`config.mk`:
```
export PLATFORM = sky130hd
export DESIGN_NAME = seed_key_lfsr_calculator_top
export DESIGN_NICKNAME = d
export VERILOG_FILES = /design/src/slk_pkg.sv /design/src/slk_ctrl.sv /design/src/slk_dp.sv /design/src/seed_key_lfsr_calculator_top.sv
export SDC_FILE = /design/constraint.sdc
export NUM_CORES = 1
export LEC_CHECK = 0
export ABC_AREA = 1
export ABC_CLOCK_PERIOD_IN_PS = 8400
export BUFFER_PORTS_ARGS = -buffer_cell sky130_fd_sc_hd__buf_2
export CORE_ASPECT_RATIO = 0.8
export CORE_MARGIN = 8
export CORE_UTILIZATION = 25
export CTS_BUF_LIST = sky130_fd_sc_hd__clkbuf_2
export CTS_CLUSTER_DIAMETER = 200
export CTS_CLUSTER_SIZE = 24
export DETAILED_ROUTE_END_ITERATION = 10
export PLACE_DENSITY = 0.45
export SLEW_MARGIN = 30
export SYNTH_ARGS = -nofsm -noshare
export SYNTH_HDL_FRONTEND = slang
export SYNTH_SLANG_ARGS = --single-unit
```
`constraint.sdc`:
```
create_clock -name clk -period 8.4 [get_ports clk]
set_clock_uncertainty 0.15 [all_clocks]
set_input_delay 2.1 -clock clk [delete_from_list [all_inputs] [get_ports clk]]
set_output_delay 2.1 -clock clk [all_outputs]
set_load 0.005 [all_outputs]
```
`src/slk_pkg.sv`:
```
package slk_pkg;

	localparam int NUM_KEYS_DEF = 3;
	localparam int WORD_W       = 32;
	localparam int IDX_W        = 2;
	localparam int CNT_W        = 8;
	localparam int NUM_REGS     = 3;

	// register indexes on the config port
	localparam logic [IDX_W-1:0] REG_SECURITY_0 = 2'd0;
	localparam logic [IDX_W-1:0] REG_SECURITY_1 = 2'd1;
	localparam logic [IDX_W-1:0] REG_SECURITY_2 = 2'd2;

	localparam logic [7:0] MASK_XOR  = 8'hA5;
	localparam logic [7:0] ADD_XOR   = 8'h5A;

	typedef enum logic [1:0] {
		ST_IDLE,
		ST_LOAD,
		ST_SHIFT,
		ST_EMIT
	} state_t;

	typedef struct packed {
		logic load_seed;  // take a new seed, restart at key 0
		logic load_key;   // load shift register and pass count for current key
		logic shift;      // one shift register pass
		logic capture;    // finish current key into the output register
		logic next_key;   // advance to the next security constant
	} cmd_t;

	typedef struct packed {
		logic cnt_zero;
		logic last_key;
	} status_t;

endpackage

```
`src/slk_ctrl.sv`:
```
module slk_ctrl (
	input  logic             clk,
	input  logic             arst_n,
	input  logic             seed_valid,
	output logic             seed_ready,
	output logic             key_valid,
	input  logic             key_ready,
	input  slk_pkg::status_t status,
	output slk_pkg::cmd_t    cmd
);

	slk_pkg::state_t state_q;
	slk_pkg::state_t state_d;

	always_ff @(posedge clk or negedge arst_n) begin
		if (!arst_n) begin
			state_q <= slk_pkg::ST_IDLE;
		end else begin
			state_q <= state_d;
		end
	end

	always_comb begin
		state_d = state_q;
		unique case (state_q)
			slk_pkg::ST_IDLE: begin
				if (seed_valid) begin
					state_d = slk_pkg::ST_LOAD;
				end
			end
			slk_pkg::ST_LOAD: begin
				state_d = slk_pkg::ST_SHIFT;
			end
			slk_pkg::ST_SHIFT: begin
				if (status.cnt_zero) begin
					state_d = slk_pkg::ST_EMIT;
				end
			end
			slk_pkg::ST_EMIT: begin
				if (key_ready) begin
					state_d = status.last_key ? slk_pkg::ST_IDLE : slk_pkg::ST_LOAD;
				end
			end
			default: begin
				state_d = slk_pkg::ST_IDLE;
			end
		endcase
	end

	always_comb begin
		cmd        = '0;
		seed_ready = 1'b0;
		key_valid  = 1'b0;
		unique case (state_q)
			slk_pkg::ST_IDLE: begin
				seed_ready    = 1'b1;
				cmd.load_seed = seed_valid;
			end
			slk_pkg::ST_LOAD: begin
				cmd.load_key = 1'b1;
			end
			slk_pkg::ST_SHIFT: begin
				cmd.shift   = !status.cnt_zero;
				cmd.capture = status.cnt_zero;
			end
			slk_pkg::ST_EMIT: begin
				key_valid    = 1'b1;
				cmd.next_key = key_ready && !status.last_key;
			end
			default: begin
				cmd = '0;
			end
		endcase
	end

`ifndef SYNTHESIS
	// a word is never offered while a seed can be taken
	a_ready_valid_excl: assert property (@(posedge clk) disable iff (!arst_n)
		!(seed_ready && key_valid))
		else $error("seed_ready and key_valid both high");

	// after a seed is taken the next key setup follows immediately
	a_seed_then_load: assert property (@(posedge clk) disable iff (!arst_n)
		cmd.load_seed |=> cmd.load_key)
		else $error("load did not follow seed acceptance");

	// an offered word stays offered until taken
	a_key_held: assert property (@(posedge clk) disable iff (!arst_n)
		key_valid && !key_ready |=> key_valid)
		else $error("key_valid dropped before the word was taken");
`endif

endmodule

```
`src/slk_dp.sv`:
```
module slk_dp #(
	parameter int NUM_KEYS = slk_pkg::NUM_KEYS_DEF
) (
	input  logic                          clk,
	input  logic                          arst_n,
	input  logic                          cfg_we,
	input  logic [slk_pkg::IDX_W-1:0]     cfg_index,
	input  logic [slk_pkg::WORD_W-1:0]    cfg_wdata,
	input  logic [slk_pkg::WORD_W-1:0]    seed,
	input  slk_pkg::cmd_t                 cmd,
	output slk_pkg::status_t              status,
	output logic [slk_pkg::WORD_W-1:0]    key,
	output logic [slk_pkg::IDX_W-1:0]     key_index,
	output logic                          last
);

	localparam logic [slk_pkg::IDX_W-1:0] LAST_IDX = slk_pkg::IDX_W'(NUM_KEYS - 1);

	logic [slk_pkg::WORD_W-1:0] sec_q [slk_pkg::NUM_REGS];
	logic [slk_pkg::WORD_W-1:0] seed_q;
	logic [slk_pkg::WORD_W-1:0] shift_q;
	logic [slk_pkg::CNT_W-1:0]  cnt_q;
	logic [slk_pkg::IDX_W-1:0]  idx_q;
	logic [slk_pkg::WORD_W-1:0] key_q;
	logic [slk_pkg::IDX_W-1:0]  key_index_q;
	logic                       last_q;

	logic [slk_pkg::WORD_W-1:0] sec;
	logic [7:0]                 sel_byte;
	logic [slk_pkg::CNT_W-1:0]  pass_cnt;
	logic [slk_pkg::WORD_W-1:0] shift_next;
	logic [slk_pkg::WORD_W-1:0] swapped;

	// config registers
	always_ff @(posedge clk or negedge arst_n) begin
		if (!arst_n) begin
			sec_q[0] <= '0;
			sec_q[1] <= '0;
			sec_q[2] <= '0;
		end else if (cfg_we) begin
			unique case (cfg_index)
				slk_pkg::REG_SECURITY_0: sec_q[0] <= cfg_wdata;
				slk_pkg::REG_SECURITY_1: sec_q[1] <= cfg_wdata;
				slk_pkg::REG_SECURITY_2: sec_q[2] <= cfg_wdata;
				default: ;
			endcase
		end
	end

	always_comb begin
		case (idx_q)
			slk_pkg::REG_SECURITY_0: sec = sec_q[0];
			slk_pkg::REG_SECURITY_1: sec = sec_q[1];
			default:                 sec = sec_q[2];
		endcase
	end

	// byte select: {bit11, bit21}
	always_comb begin
		case ({sec[11], sec[21]})
			2'd0:    sel_byte = seed_q[31:24];
			2'd1:    sel_byte = seed_q[23:16];
			2'd2:    sel_byte = seed_q[15:8];
			default: sel_byte = seed_q[7:0];
		endcase
	end

	assign pass_cnt = ((sel_byte ^ sec[9:2]) & (sec[30:23] ^ slk_pkg::MASK_XOR))
		+ (sec[20:13] ^ slk_pkg::ADD_XOR);

	assign shift_next = {shift_q[30:0], shift_q[30] ^ shift_q[24] ^ shift_q[12] ^ shift_q[2]};

	assign swapped = sec[0] ? {shift_q[15:8], shift_q[31:24], shift_q[7:0], shift_q[23:16]}
		: shift_q;

	always_ff @(posedge clk or negedge arst_n) begin
		if (!arst_n) begin
			idx_q <= '0;
		end else if (cmd.load_seed) begin
			idx_q <= '0;
		end else if (cmd.next_key) begin
			idx_q <= idx_q + 1'b1;
		end
	end

	always_ff @(posedge clk) begin
		if (cmd.load_seed) begin
			seed_q <= seed;
		end
		if (cmd.load_key) begin
			shift_q <= seed_q;
			cnt_q   <= pass_cnt;
		end else if (cmd.shift) begin
			shift_q <= shift_next;
			cnt_q   <= cnt_q - 1'b1;
		end
		if (cmd.capture) begin
			key_q       <= swapped ^ sec;
			key_index_q <= idx_q;
			last_q      <= (idx_q == LAST_IDX);
		end
	end

	assign status.cnt_zero = (cnt_q == '0);
	assign status.last_key = (idx_q == LAST_IDX);

	assign key       = key_q;
	assign key_index = key_index_q;
	assign last      = last_q;

`ifndef SYNTHESIS
	a_shift_nonzero: assert property (@(posedge clk) disable iff (!arst_n)
		cmd.shift |-> cnt_q != '0)
		else $error("shift issued with zero pass count");

	a_capture_zero: assert property (@(posedge clk) disable iff (!arst_n)
		cmd.capture |-> cnt_q == '0)
		else $error("key captured before all passes done");

	a_idx_range: assert property (@(posedge clk) disable iff (!arst_n)
		idx_q <= LAST_IDX)
		else $error("key index beyond last constant");
`endif

endmodule

```
`src/seed_key_lfsr_calculator_top.sv`:
```
// Seed-to-key calculator.
// Input channel: seed_valid/seed_ready with a 32-bit seed word. Output channel:
// key_valid/key_ready with key, key_index and last; each seed yields NUM_KEYS
// words, key_index counting 0 up, last set on the final one.
// Config port: cfg_we/cfg_index/cfg_wdata writes security_0..2 (index 0..2);
// index 3 is ignored. Write only while no seed is in flight.
// Flow: one seed at a time. Per key: a setup step that loads the shift register,
// then n shift register passes (n is the pass count, 0..255, one pass per cycle),
// then a finishing step that captures the word, which then waits in the output
// register until taken. seed_ready is high only when idle.
// Reset clears the security registers to zero and returns to idle with no word
// pending. A stalled receiver simply holds the block in its output state with
// the word steady; nothing is lost.
module seed_key_lfsr_calculator_top #(
	parameter int NUM_KEYS = slk_pkg::NUM_KEYS_DEF
) (
	input  logic                       clk,
	input  logic                       arst_n,
	input  logic                       cfg_we,
	input  logic [slk_pkg::IDX_W-1:0]  cfg_index,
	input  logic [slk_pkg::WORD_W-1:0] cfg_wdata,
	input  logic                       seed_valid,
	output logic                       seed_ready,
	input  logic [slk_pkg::WORD_W-1:0] seed,
	output logic                       key_valid,
	input  logic                       key_ready,
	output logic [slk_pkg::WORD_W-1:0] key,
	output logic [slk_pkg::IDX_W-1:0]  key_index,
	output logic                       last
);

	slk_pkg::cmd_t    cmd;
	slk_pkg::status_t status;

	slk_ctrl u_ctrl (
		.clk        (clk),
		.arst_n     (arst_n),
		.seed_valid (seed_valid),
		.seed_ready (seed_ready),
		.key_valid  (key_valid),
		.key_ready  (key_ready),
		.status     (status),
		.cmd        (cmd)
	);

	slk_dp #(
		.NUM_KEYS (NUM_KEYS)
	) u_dp (
		.clk       (clk),
		.arst_n    (arst_n),
		.cfg_we    (cfg_we),
		.cfg_index (cfg_index),
		.cfg_wdata (cfg_wdata),
		.seed      (seed),
		.cmd       (cmd),
		.status    (status),
		.key       (key),
		.key_index (key_index),
		.last      (last)
	);

endmodule
```
==> results_dict.tcl, run 1 <==
set metrics [dict create \
    status "completed" \
    hold_class "reg2reg" \
    end_kind "flop" \
    start_util 0.254 \
    avgSynthCellArea_um2 9.78 \
    cts_setup_buffers 0 \
    grt_max_degree 71 \
    arrival_ps 4940 \
    crit_fanout 17 \
    post_cts_resized 0 \
    max_freq_mhz 228 \
    use_met3 0.0217 \
    synth_edf_count 107 \
    routedWlPerCell_um 17.8 \
    grt.busiest_layer "met2" \
    vias 6789 \
    drive_above_1_share 0.143 \
    cts_made_buffers 12 \
    crit_buf_inv 2 \
    clk_pin_slew_ps 450 \
    die_h_um 189 \
    cellPowerDensity_mw_per_mm2 338 \
    grt_use_met2 0.185 \
    crit_start "u_dp.idx_q[0]" \
    cp_slowest_cell "ha_1" \
    setup_viol 0 \
    fin_nets 1138 \
    ant_nets 0 \
    port_buffers 107 \
    dp_hpwl_um 20300 \
    die_area_mm2 0.0441 \
    fillers 3983 \
    synthArstFlopShare 0.483 \
    rows 63 \
    synthesis.area_mm2 0.00940 \
    grtUsageMet1 0.181 \
    clockBufferDepth 3 \
    whs_ps 381 \
    clk_latency_ps 840 \
    fp.coreArea_mm2 0.0370 \
    period_share 0.523 \
    ys_seq_elements 207 \
    dr.pass1.iters 5 \
    r2r-start "u_dp.idx_q[0]" \
    worst_pin_slew_ps 766 \
    drt_iter0_drc 573 \
    drt_wl_total_um 27600 \
    grt_pass1_vias 6840 \
    netlist-cell-type-count 35 \
    synth_nets 1049 \
    clock_sinks 207 \
    leakagePower_uw 0.00467 \
    peakVddDrop_mv 0.118 \
    path_cells "inv_1, ha_1, nor2_4, nand2_1, nand3_2, nor2_1, nand2_1, nand4_1, o21ai_0, a21oi_1, ha_1, inv_1, fa_1, o21ai_0, nand2_1, nand2_1, a21oi_1, nand2_1, nand2_1, o21ai_0" \
    via_per_inst 4.40 \
    synth_warnings 0 \
    pin_count 108 \
    antenna_found_initial 1 \
    start_kind "flop" \
    ctsHoldBuffers 0 \
    ys_seq_area_frac 0.608 \
    grt_use_total 0.123 \
    syn_inst 961 \
    rsz0062_at_grt "no" \
    cts_tree "yes" \
    area_growth_syn_to_layout_pct 12.7 \
    finalHoldViolations 0 \
    die_w_um 233 \
    cp_common_cell "nand2_1" \
    maxCapViolCount 0 \
    drcViolationCount 0 \
    slew_headroom 0.490 \
    finalSetupTns_ps 0 \
    path_class "reg2reg" \
    required_ps 8950 \
    worstHoldStart "u_dp.idx_q[1]" \
    grt_pass1_wl_um 41800 \
    gp_congestion 0.826 \
    final-max-slew-violation-count 0 \
    fin_crit_ps 4390 \
    max_stage_delay_ps 670 \
    synth_top_flop_cell "edfxtp_1" \
    cts-root-buf "clkbuf_2" \
    critPathTopFamily "simple AND/OR/NAND/NOR gates" \
    cts_htree_levels 1 \
    grt.overflow.total 0 \
]
## path summary, 6_finish.rpt
| check | endpoint | slack (ps) | cells after the start |
|---|---|---|---|
| worst max-delay path | u_dp.cnt_q[6] | 4010 | 20 |
| worst min-delay path | u_dp.key_index[1] | 380 | 0 |
| worst max register to register | u_dp.cnt_q[6] | 4010 | 20 |
| worst min register to register | u_dp.key_index[1] | 380 | 0 |
| max in group asynchronous | u_dp.sec_q[19] | 5870 | 2 |
| min in group asynchronous | u_dp.sec_q[25] | 1000 | 1 |
## synth_stat cells (2+ instances only)
cell type	number	area share
ha_1	16	0.021
nand4_1	8	0.0053
inv_1	91	0.036
a22o_1	21	0.020
buf_2	7	0.0037
edfxtp_1	107	0.34
nand2_1	271	0.11
nor3_1	3	0.0016
nand3_2	2	0.0021
xnor2_1	7	0.0065
a21oi_1	31	0.017
o22ai_1	2	0.0013
clkbuf_1	32	0.013
a31oi_1	2	0.0013
dfrtp_1	100	0.27
o21ai_0	165	0.088
nand3_1	21	0.011
nor2_1	24	0.0096
buf_1	3	0.0012
xor2_1	33	0.031
## cell usage in the layout, fill, tap and decap left out, types with 2 or more instances in the layout
| cell type | netlist | layout |
|---|---|---|
| a21oi_1 | 31 | 31 |
| a22o_1 | 21 | 21 |
| a31oi_1 | 2 | 2 |
| buf_2 | 7 | 106 |
| buf_4 | 0 | 11 |
| clkbuf_2 | 0 | 19 |
| dfrtp_1 | 100 | 100 |
| edfxtp_1 | 107 | 107 |
| ha_1 | 16 | 15 |
| inv_1 | 91 | 91 |
| nand2_1 | 271 | 269 |
| nand2_4 | 1 | 3 |
| nand3_1 | 21 | 20 |
| nand3_2 | 2 | 3 |
| nand4_1 | 8 | 8 |
| nor2_1 | 24 | 23 |
| nor2_4 | 1 | 2 |
| nor3_1 | 3 | 3 |
| o21ai_0 | 165 | 165 |
| o22ai_1 | 2 | 2 |
| xnor2_1 | 7 | 7 |
| xor2_1 | 33 | 33 |
## power by group
group,switching [uW],internal (uW)
clock,313,61.4
sequential,136,1440
combinational,1120,503
total,1570,2010
## per-layer routing
metal | vias up | routed length (um)
met1 | 3244 | 13700
met4 | 0 | 577
met5 | - | 0
met3 | 27 | 1310
met2 | 147 | 12000
li1 | 3371 | -
## final cells by class
type	count	area [um2]	share of cell area
Antenna cell	1	2.50	0.000236
Clock buffer	19	95.1	0.00897
Clock inverter	1	11.3	0.00106
Inverter	91	342	0.0322
Multi-Input combinational cell	621	3210	0.303
Sequential cell	207	5720	0.539
Tap cell	487	609	0.0575
Timing Repair Buffer	117	613	0.0579
## metrics by stage
step                cell area, um2  power [uW]   util  cells  setup slack [ps]
finish                       10600        3580  0.286   1544              4010
global route                 10600        3870  0.286   1544              3570
CTS                          10600        3630  0.286   1543              3990
detailed placement           10500        3240  0.283   1523              4050
global placement             10500        3240  0.283   1523              4140
floorplan                     9400        2640      -    961              5030
## registers in the layout, summed over array words and instances (netlist names)
| signal | count |
|---|---|
| u_dp.idx_q | 2 |
| u_dp.sec_q | 96 |
| u_ctrl.state_q | 2 |
| u_dp.last | 1 |
| u_dp.shift_q | 32 |
| u_dp.key | 32 |
| u_dp.key_index | 2 |
| u_dp.cnt_q | 8 |
| u_dp.seed_q | 32 |
## cells by family (layout without fill, tap and decap cells)
kind of cell,count (synthesis),count (layout),synth area share
buf+inv,133,228,0.0540
fa+ha+maj,17,17,0.0234
other cells,0,1,0
mux,1,1,0.00106
compound gates,228,228,0.133
xor+xnor,40,40,0.0373
simple gates,335,335,0.143
flops,207,207,0.608
(Power assumes the default switching activity.)
==> run 2: changes to the inputs <==
Settings changed: ABC_CLOCK_PERIOD_IN_PS 8400 to 3500, PLACE_DENSITY 0.45 to 0.46.
Clock period 8.4 ns to 3.5 ns, I/O delays scaled along.
==> run 2 against run 1 <==
  * Non-clock buffer count up 79
  * Critical path depth down 4
  * Count of clock-buffer cells in the layout unchanged
  * Flip-flop and latch count unchanged
  * First-iteration DRC count down 0.70%
  * Worst setup slack worse by 3900 ps
  * Maximum frequency up 30%
  * Global-route usage up 0.59 points
  * Largest power group unchanged
  * Highest routed layer unchanged
==> results_dict.tcl, run 2 (synthesis gave the netlist of run 1 again) <==
set metrics [dict create \
    status "completed" \
    rows 63 \
    pin_count 108 \
    peakVddDrop_mv 0.511 \
    drcViolationCount 0 \
    drt_wl_total_um 28800 \
    dr.pass1.iters 5 \
    cellPowerDensity_mw_per_mm2 824 \
    slew_headroom 0.511 \
    switchingPower_uw 4120 \
    cp_slowest_cell "dfrtp_2" \
    cts-root-buf "clkbuf_2" \
    arrival_ps 3890 \
    final-max-slew-violation-count 0 \
    gp_congestion 0.872 \
    cts_tree "yes" \
    vias 7139 \
    clk_pin_slew_ps 510 \
    die_area_mm2 0.0441 \
    max_stage_delay_ps 550 \
    power_uw 9470 \
    start_kind "flop" \
    required_ps 4000 \
    p_int_uw 5350 \
    drive_above_1_share 0.201 \
    cts_made_buffers 12 \
    clkPwrFrac 0.097 \
    finalHoldViolations 0 \
    routedWlPerCell_um 17.8 \
    setup_viol 0 \
    grt_pass1_vias 7170 \
    hold_class "in2reg" \
    drt_iter0_drc 569 \
    path_class "reg2reg" \
    dp_slack_ps -227 \
    fin_crit_ps 3390 \
    grt_use_total 0.129 \
    timing.final.ws_setup_ps 112 \
    antenna_found_initial 1 \
    worst_pin_slew_ps 726 \
    crit_fanout 7 \
    clock_sinks 207 \
    p_seq_frac 0.403 \
    ant_nets 0 \
    cts_htree_levels 1 \
    period_share 0.968 \
    max_freq_mhz 295 \
    largest_register_ffs 96 \
    final_common_cell "nand2_1" \
    finalSetupTns_ps 0 \
    port_buffers 107 \
    start_util 0.254 \
    grt.overflow.total 0 \
    fp.coreArea_mm2 0.0370 \
    leakagePower_uw 0.00506 \
    via_per_inst 4.40 \
    top_register "u_dp.sec_q" \
    clockBufferDepth 3 \
    fin_nets 1217 \
    dp_hpwl_um 21500 \
    die_h_um 189 \
    rsz0062_at_grt "yes" \
    maxCapViolCount 0 \
    final_cell_mix "nand2_1, o21ai_0, edfxtp_1, buf_2, dfrtp_1" \
    area_growth_syn_to_layout_pct 22.2 \
    clk_latency_ps 860 \
    die_w_um 233 \
    combPwrFrac 0.500 \
    end_kind "flop" \
    grt_max_degree 85 \
    path_cells "ha_4, buf_4, buf_4, buf_4, a22o_1, a21oi_1, nor2_2, ha_1, nand2_1, a21oi_1, a211oi_2, o31ai_2, inv_1, nand2_1, nand3_1, nand2_1" \
    switching_share 0.435 \
    grt_pass1_wl_um 43800 \
]
run 2: cell count changes in the layout (fill, tap and decap cells not counted), moves of 4 or more:
cell	before	now
buf_4	11	49
dlygate4sd3_1	0	34
nand2_2	1	9
nor2_1	23	16
nand2_1	269	263
a21oi_1	31	27
a21oi_2	1	5
buf_12	0	4
ha_1	15	11
nor2_4	2	6
run 2: layer usage:
metal	global-route usage	up-vias	share of wire
met3	0.0182	19	0.046
met4	0.0211	0	0.013
met2	0.198	159	0.45
met5	0	-	0
met1	0.192	3423	0.50
li1	-	3538	-
run 2: worst max-delay path: cells and delay by family (launching register included):
family                     cells  cell delay, ps
AOI/OAI and AO/OA              5            1000
adders and majority gates      2             560
buffers and inverters          4             510
DFF                            1             550
and+or+nand+nor                5             420
run 2: per-stage QoR:
| stage | hold slack [ps] | instances | utilization | instance area, um2 |
|---|---|---|---|---|
| after floorplan | 301 | 961 | - | 9400 |
| after detailed placement | 323 | 1564 | 0.293 | 10800 |
| after CTS | 5.03 | 1619 | 0.305 | 11300 |
| final | 77.0 | 1623 | 0.310 | 11500 |
| after global routing | 17.5 | 1623 | 0.310 | 11500 |
| after global placement | 315 | 1564 | 0.293 | 10800 |
run 2: worst paths after layout:
path / startpoint / to / slack, ps / cells after the start
min reg2reg: u_dp.sec_q[36] / u_dp.sec_q[36] / 390 / 2
max: u_dp.idx_q[0] / u_dp.cnt_q[7] / 110 / 16
max reg2reg: u_dp.idx_q[0] / u_dp.cnt_q[7] / 110 / 16
max in group asynchronous: arst_n / u_dp.sec_q[90] / 2190 / 3
min: cfg_wdata[8] / u_dp.sec_q[72] / 80 / 3
min in group asynchronous: arst_n / u_dp.sec_q[18] / 180 / 2
run 2: what timing repair did:
| action | CTS | global route |
|---|---|---|
| buffers inserted | 1 | 3 |
| hold endpoints to repair | 72 | 0 |
| hold buffers | 34 | 0 |
| setup endpoints to repair | 5 | 5 |
| resized for setup | 7 | 39 |
| pin swaps | 1 | 8 |
run 2: area by class of cell:
type,count,area [um2]
inverters,91,342
clock inverters,1,11.3
repair buffers,196,1350
fillers,3891,25600
flip-flops and latches,207,5720
diodes,1,2.50
multi-input cells,621,3360
clock buffers,19,95.1
well taps,487,609
run 2: power by group through the flow:
stage                     clock network (uW)  registers (uW)  logic (uW)
after floorplan                            0            3720        2620
after global placement                     0            3850        4360
after detailed placement                   0            3850        4370
after CTS                                979            3800        4470
after global routing                    1030            3870        5250
final                                    919            3810        4740
==> run 3: changes to the inputs <==
==> constraint.sdc (replaced) <==
create_clock -name clk -period 3.5 [get_ports clk]
set_clock_uncertainty 0.15 [all_clocks]
set_input_delay 0.175 -clock clk [delete_from_list [all_inputs] [get_ports clk]]
set_output_delay 0.175 -clock clk [all_outputs]
set_load 0.005 [all_outputs]
==> run 3 against run 2 <==
  * Maximum frequency grew 0.18%
  * Core utilization grew 3.2 points
  * Worst hold slack gained 20 ps
==> results_dict.tcl, run 3 (synthesis gave the netlist of run 1 again) <==
set metrics [dict create \
    status "completed" \
    crit_fanout 13 \
    regArea_mm2 0.00572 \
    arrival_ps 3950 \
    max_stage_delay_ps 520 \
    die_area_mm2 0.0441 \
    finalSetupTns_ps 0 \
    cts-root-buf "clkbuf_2" \
    cp_slowest_cell "dfrtp_1" \
    top_register "u_dp.sec_q" \
    fillers 3851 \
    switching_share 0.427 \
    die_h_um 189 \
    hold_class "in2reg" \
    post-route-cell-area_mm2 0.0127 \
    drcViolationCount 0 \
    clock_sinks 207 \
    pin_count 108 \
    place_area_mm2 0.0108 \
    slew_headroom 0.555 \
    cts_htree_levels 1 \
    p_int_uw 5530 \
    largest_register_ffs 96 \
    clockBufferDepth 3 \
    drt_iter0_drc 662 \
    clkPwrFrac 0.095 \
    r2r-start "u_dp.idx_q[0]" \
    grt_use_total 0.130 \
    final_common_cell "nand2_1" \
    grt_pass1_vias 7611 \
    period_share 0.966 \
    ant_nets 0 \
    drt_wl_total_um 29300 \
    via_per_inst 4.39 \
    fin_nets 1332 \
    dp_slack_ps -128 \
    power_uw 9660 \
    timing.final.ws_setup_ps 119 \
    start_util 0.254 \
    cts_tree "yes" \
    switchingPower_uw 4130 \
    dr.pass1.iters 5 \
    setup_viol 0 \
    worst_pin_slew_ps 668 \
    grt_pass1_wl_um 44900 \
    path_class "reg2reg" \
    start_kind "flop" \
    p_seq_frac 0.393 \
    clk_pin_slew_ps 500 \
    grt.overflow.total 0 \
    drive_above_1_share 0.182 \
    leakagePower_uw 0.00555 \
    routedWlPerCell_um 16.9 \
    antenna_found_initial 1 \
    final-max-slew-violation-count 0 \
    fp.coreArea_mm2 0.0370 \
    crit_start "u_dp.idx_q[0]" \
    maxCapViolCount 0 \
    final_cell_mix "nand2_1, o21ai_0, dlygate4sd3_1, edfxtp_1, buf_2" \
    multiInputGateArea_mm2 0.00338 \
    gp_congestion 0.845 \
    combPwrFrac 0.512 \
    clk_latency_ps 850 \
    path_cells "buf_6, ha_4, buf_4, buf_4, a22o_1, a21oi_1, xor2_1, nor2_2, ha_4, a21oi_1, o21ai_2, nand2_1, nand2_1, a21oi_2, nand2_1, nand2_1, o21ai_1" \
    port_buffers 107 \
    whs_ps 97.1 \
    peakVddDrop_mv 0.328 \
    cp_common_cell "nand2_1" \
    vias 7629 \
    area_growth_syn_to_layout_pct 34.9 \
    rows 63 \
    fin_crit_ps 3380 \
    required_ps 4070 \
    max_freq_mhz 296 \
    worstHoldStart "seed_valid" \
    regToRegSetupSlack_ps 120 \
    end_kind "flop" \
    rsz0062_at_grt "yes" \
    finalHoldViolations 0 \
    cts_made_buffers 12 \
    cellPowerDensity_mw_per_mm2 761 \
    grt_max_degree 70 \
    dp_hpwl_um 21100 \
    die_w_um 233 \
]
-- run 3: cell types whose count changed in the layout (fill, tap and decap cells not counted), moves of 2 or more --
cell	previous run	this run
ha_4	3	6
buf_4	49	47
nand2_1	263	265
ha_1	11	8
nand2_2	9	7
buf_6	3	5
dlygate4sd3_1	34	148
-- run 3: stage by stage --
stage | utilization | instances
4_1_cts | 0.336 | 1731
2_1_floorplan | - | 961
3_5_place_dp | 0.292 | 1560
6_report | 0.342 | 1738
3_3_place_gp | 0.292 | 1560
5_1_grt | 0.342 | 1738
-- run 3: critical path: cells and delay by family, from the launching register on --
| kind | cells | cell delay, ps |
|---|---|---|
| xor+xnor | 1 | 140 |
| simple gates | 5 | 460 |
| buf+inv | 3 | 460 |
| flops | 1 | 520 |
| compound gates | 6 | 1070 |
| fa+ha+maj | 2 | 430 |
-- run 3: power groups by stage --
| stage | registers, uW | clock network [uW] | logic, uW |
|---|---|---|---|
| 4_1_cts | 3790 | 966 | 4560 |
| 6_report | 3800 | 915 | 4950 |
| 3_5_place_dp | 3840 | 0 | 4340 |
| 5_1_grt | 3850 | 1040 | 5490 |
| 3_3_place_gp | 3840 | 0 | 4330 |
| 2_1_floorplan | 3720 | 0 | 2620 |
-- run 3: timing repair --
item | 4_1_cts | 5_1_grt
gates resized for setup | 6 | 41
hold buffers | 149 | 0
pin swaps | 1 | 20
buffers inserted | 2 | 6
endpoints found under the setup margin | 5 | 6
hold endpoints to repair | 264 | 0
cloned | 0 | 0
-- run 3: routing by layer --
layer	part of all wire	up-vias	track usage
met5	0	-	0
met4	0.014	0	0.0207
met3	0.052	25	0.0205
met2	0.45	173	0.202
met1	0.49	3670	0.191
li1	-	3761	-
-- run 3: final cells by class --
cell class / count / area share
timing repair buffer: 311 / 0.199
antenna: 1 / 0.000197
inverter: 91 / 0.0269
clock buffer: 19 / 0.00750
multi-input combinational: 621 / 0.267
clock inverter: 1 / 0.000888
tap: 487 / 0.0480
sequential: 207 / 0.451
-- run 3: final timing paths --
path | end | depth (start not counted)
setup / recovery | u_dp.cnt_q[6] | 17
hold / removal | u_dp.idx_q[0] | 5
setup reg to reg | u_dp.cnt_q[6] | 17
hold reg to reg | u_dp.sec_q[62] | 2
max in group asynchronous | u_dp.sec_q[42] | 4
min in group asynchronous | u_dp.sec_q[2] | 4
